<file path="src/hdl/cbas_pkg.sv">
`default_nettype none
package cbas_pkg;

  localparam int unsigned CORES       = 4;
  localparam int unsigned BLOCK_WORDS = 4;   // power of two
  localparam int unsigned QUEUE_DEPTH = 8;   // power of two
  localparam int unsigned MEMORY_WAIT = 15;

  localparam int unsigned OP_W   = 3;
  localparam int unsigned CID_W  = 2;
  localparam int unsigned CMD_W  = 2;
  localparam int unsigned ADDR_W = 20;
  localparam int unsigned WORD_W = 32;
  localparam int unsigned ORG_W  = 3;

  localparam int unsigned MEM_AW  = ADDR_W;  // one word per address
  localparam int unsigned CORE_W  = $clog2(CORES);
  localparam int unsigned HEAD_W  = $clog2(QUEUE_DEPTH);
  localparam int unsigned CNT_W   = $clog2(QUEUE_DEPTH + 1);
  localparam int unsigned WAIT_W  = $clog2(MEMORY_WAIT + 1);
  localparam int unsigned OFFS_W  = $clog2(BLOCK_WORDS);
  localparam int unsigned FIFO_AW = CORE_W + HEAD_W;
  localparam int unsigned FIFO_DEPTH = CORES * QUEUE_DEPTH;
  localparam int unsigned ENTRY_W = CMD_W + ADDR_W;

  localparam int unsigned IN_TDATA_W  = 88;
  localparam int unsigned OUT_TDATA_W = 96;

  typedef enum logic [OP_W-1:0] {
    OP_ENQUEUE = 3'd0,
    OP_TICK    = 3'd1,
    OP_OFFER   = 3'd2,
    OP_SHARED  = 3'd3,
    OP_MEM_WR  = 3'd4,
    OP_MEM_RD  = 3'd5
  } op_e;

  localparam logic [CMD_W-1:0] CMD_NONE  = 2'd0;
  localparam logic [CMD_W-1:0] CMD_READ  = 2'd1;
  localparam logic [CMD_W-1:0] CMD_RDX   = 2'd2;
  localparam logic [CMD_W-1:0] CMD_FLUSH = 2'd3;

  localparam logic [ORG_W-1:0] ORIGIN_MEMORY = 3'd4;

  typedef struct packed {
    logic load;
    logic read;
    logic commit;
  } ctl_t;

endpackage
`default_nettype wire

</file>
<file path="src/hdl/cbas_ctrl.sv">
`default_nettype none
module cbas_ctrl (
  input  wire logic           clk_i,
  input  wire logic           rst_ni,
  input  wire logic           in_valid_i,
  output logic                in_ready_o,
  output logic                out_valid_o,
  input  wire logic           out_ready_i,
  output cbas_pkg::ctl_t      ctl_o
);

  typedef enum logic [1:0] {
    ST_IDLE,
    ST_READ,
    ST_UPDATE,
    ST_RESULT
  } state_e;

  state_e state_q;
  logic   rdy_q;
  logic   vld_q;

  always_ff @(posedge clk_i or negedge rst_ni) begin
    if (!rst_ni) begin
      state_q <= ST_IDLE;
      rdy_q   <= 1'b1;
      vld_q   <= 1'b0;
    end else begin
      unique case (state_q)
        ST_IDLE: begin
          if (in_valid_i) begin
            state_q <= ST_READ;
            rdy_q   <= 1'b0;
          end
        end
        ST_READ: begin
          state_q <= ST_UPDATE;
        end
        ST_UPDATE: begin
          state_q <= ST_RESULT;
          vld_q   <= 1'b1;
        end
        ST_RESULT: begin
          if (out_ready_i) begin
            state_q <= ST_IDLE;
            vld_q   <= 1'b0;
            rdy_q   <= 1'b1;
          end
        end
        default: begin
          state_q <= ST_IDLE;
        end
      endcase
    end
  end

  assign in_ready_o  = rdy_q;
  assign out_valid_o = vld_q;

  always_comb begin
    ctl_o.load   = in_valid_i && rdy_q;
    ctl_o.read   = (state_q == ST_READ);
    ctl_o.commit = (state_q == ST_UPDATE);
  end

endmodule
`default_nettype wire

</file>
<file path="config.mk">
export PLATFORM = sky130hd
export DESIGN_NAME = cbas_ctrl
export DESIGN_NICKNAME = d
export VERILOG_FILES = /design/src/hdl/cbas_pkg.sv /design/src/hdl/cbas_ctrl.sv
export SDC_FILE = /design/constraint.sdc
export NUM_CORES = 1
export LEC_CHECK = 0
export ABC_AREA = 1
export BUFFER_PORTS_ARGS = -buffer_cell sky130_fd_sc_hd__buf_4
export CAP_MARGIN = 0
export CORE_AREA = 2 2 39 41
export CTS_CLUSTER_SIZE = 16
export DETAILED_ROUTE_END_ITERATION = 8
export DIE_AREA = 0 0 41 43
export GPL_ROUTABILITY_DRIVEN = 0
export HOLD_SLACK_MARGIN = 0.1
export PLACE_DENSITY = 0.41
export SLEW_MARGIN = 40
export SYNTH_ARGS = -nofsm -noshare
export SYNTH_HDL_FRONTEND = slang
export SYNTH_SLANG_ARGS = --single-unit
</file>
<file path="constraint.sdc">
create_clock -name clk_i -period 1.5 [get_ports clk_i]
set_clock_uncertainty 0.2 [all_clocks]
set_input_delay 0.3 -clock clk_i [delete_from_list [all_inputs] [get_ports clk_i]]
set_output_delay 0.3 -clock clk_i [all_outputs]
set_load 0.005 [all_outputs]
</file>
==> results.json <==
{
  "p_leak_uw": 0.000272,
  "slowest_delay_ns": 0.43,
  "critPathArrivalTime_ns": 0.98,
  "ys_types": 9,
  "min_path_type": "in2reg",
  "p_sw_uw": 400,
  "fin_hold_ws_ns": 0.110,
  "num_vias": 286,
  "cts_tree": "built",
  "syn_nets": 50,
  "drt-pass1-iter-count": 2,
  "synth_seq_cells": 4,
  "syn2layout_area_growth_pct": 58.9,
  "powerDensity_nw_per_um2": 2050,
  "viasPerCell": 3.92,
  "slew_violations": 0,
  "mostFrequentLayoutCells": "nand2_1 (13), buf_4 (10), inv_1 (6), nand3_1 (5), ha_1 (4)",
  "grt_pass1_wl_um": 979,
  "netlist_instances": 40,
  "dieArea_um2": 1760,
  "seqPwrFrac_pct": 24.5,
  "cp.depth": 3,
  "rows": 14,
  "worstSetupStartpoint": "state_q[0]$_DFFE_PN0P_",
  "initial_core_util_pct": 22.2,
  "p_clk_share_pct": 14.6,
  "grt_max_degree": 5,
  "max_freq_mhz": 676,
  "fin_cells": 73,
  "drv_cap": 0,
  "crit_slowest_cell": "dfrtp_2",
  "critical_path_class": "reg2out",
  "intPower_uw": 602,
  "cts_root_buf": "clkbuf_4",
  "diodes": 0,
  "timing.rr.start": "state_q[1]$_DFFE_PN0P_",
  "coreArea_um2": 1380,
  "antenna_left": 0,
  "crit_fanout": 3,
  "clk_path_buf_depth": 2,
  "synth.avg_cell_area_um2": 7.69,
  "grt_pass1_vias": 271,
  "synth_warnings": 0,
  "cts_sinks": 4,
  "setup_viol": 0,
  "worst_path_dominant_cell_family": "flip-flops",
  "die_x_um": 41,
  "fin_crit_sh_pct": 98.6,
  "antenna_found_initial": 0,
  "worst_pin_slew_ns": 0.142,
  "cts_buffers": 3,
  "numPortBuffers": 8,
  "place_inst": 64,
  "critPathRequiredTime_ns": 1.00,
  "rr_endpoint": "state_q[0]$_DFFE_PN0P_",
  "cts.clk_slew.worst_paths_ns": 0.04,
  "status": "finished clean",
  "layout_commonest_cell": "nand2_1",
  "track_usage_pct": 8.57,
  "fin_setup_tns_ns": 0,
  "die_h_um": 43,
  "dp_hpwl_um": 460,
  "grt_overflow": 0,
  "rrSetupSlack_ns": 0.10,
  "synth_area_um2": 308,
  "swShare_pct": 39.9,
  "wire_per_inst_um": 9.10,
  "h-tree-depth": 1,
  "crit_chain": "inv_2 -> ha_4 -> buf_6",
  "rsz0062_at_grt": "yes",
  "drive_above_1_share_pct": 45.6,
  "final.min_clock_period_ns": 1.48,
  "clock_latency_ns": 0.24,
  "comb_power_share_pct": 60.9,
  "wirelength_um": 664,
  "ff2ff_path_depth": 7,
  "ys_seq_area_share_pct": 32.9,
  "drc": 0,
  "start_kind": "flip-flop",
  "drt-initial-drc-count": 8,
  "final_nets": 68,
  "hold_viol": 0,
  "path_buf_inv": 2,
  "endpoint": "ctl_o[0]",
  "num-fill-cells": 152,
  "endpoint_kind": "output pin",
  "peakVddDrop_mv": 0.917,
  "pin_count": 9,
  "slew_headroom_pct": 90.5
}
[power by group through the flow]
stage          clock (µW)  combinational (µW)  sequential (µW)
2_1_floorplan           0                 293              227
3_3_place_gp            0                 456              235
3_5_place_dp            0                 452              235
4_1_cts               155                 548              229
5_1_grt               165                 677              256
6_report              146                 611              245
[layer usage]
layer  wire length, µm  share of wire (%)  up-vias  global-route usage (%)
li1                  -                  -      152                       -
met1               247                 37      124                    8.79
met2               345                 52       10                    13.4
met3                72                 11        0                    6.28
met4                 0                  0        0                    2.00
met5                 0                  0        -                       0
[stage by stage]
| stage | power [µW] | worst slack, ns | cell area [µm²] | util (%) |
|---|---|---|---|---|
| after floorplan | 520 | 0.267 | 308 | - |
| after global placement | 691 | 0.148 | 388 | 28.0 |
| after detailed placement | 687 | 0.129 | 388 | 28.0 |
| after CTS | 933 | -0.00685 | 459 | 33.2 |
| after global routing | 1100 | -0.0331 | 489 | 35.4 |
| final | 1000 | 0.0210 | 489 | 35.4 |
[area by class of cell]
type | instances | area, µm² | area share (%)
timing repair buffer | 13 | 108 | 22.0
inverter | 9 | 33.8 | 6.91
sequential | 4 | 104 | 21.2
multi-input combinational | 27 | 198 | 40.4
tap | 16 | 20.0 | 4.09
clock buffer | 4 | 26.3 | 5.37
[flip-flops by register name, indices dropped and copies added (netlist names)]
register     flops
out_valid_o      1
in_ready_o       1
state_q          2
[worst min-delay path by stage]
stage	cells past startpoint	endpoint	slack, ns	from
after floorplan	0	out_valid_o$_DFFE_PN0P_	-0.20	rst_ni
after global placement	1	out_valid_o$_DFFE_PN0P_	-0.1	rst_ni
after detailed placement	1	out_valid_o$_DFFE_PN0P_	-0.10	rst_ni
after CTS	3	in_ready_o$_DFFE_PN1P_	0.10	out_ready_i
after global routing	3	in_ready_o$_DFFE_PN1P_	0.12	out_ready_i
final	3	in_ready_o$_DFFE_PN1P_	0.11	out_ready_i
[worst min-delay path: stages]
cell,delay (ns)
buf_4,0.12
nand3_1,0.07
nand2_1,0.05
[cell families (layout without fill, tap and decap cells)]
logic type	after synthesis	in the layout	share of synthesized area (%)
simple gates	21	21	31.7
flops	4	4	32.9
fa+ha+maj	6	6	24.4
buf+inv	9	26	11.0
[cell usage after synthesis (all sizes together)]
library cell | n | share of area, %
ha | 6 | 24
dfrtp | 3 | 24
nand3 | 5 | 8.1
nand2 | 16 | 24
dfstp | 1 | 8.5
inv | 9 | 11
[repair_timing]
item,4_1_cts,5_1_grt
resized for setup,4,6
pin swaps,0,3
setup buffers,4,0
endpoints found under the setup margin,2,3
hold buffers,1,0
endpoints found under the hold margin,4,0
Note: power is estimated with default switching activity, not from simulation.
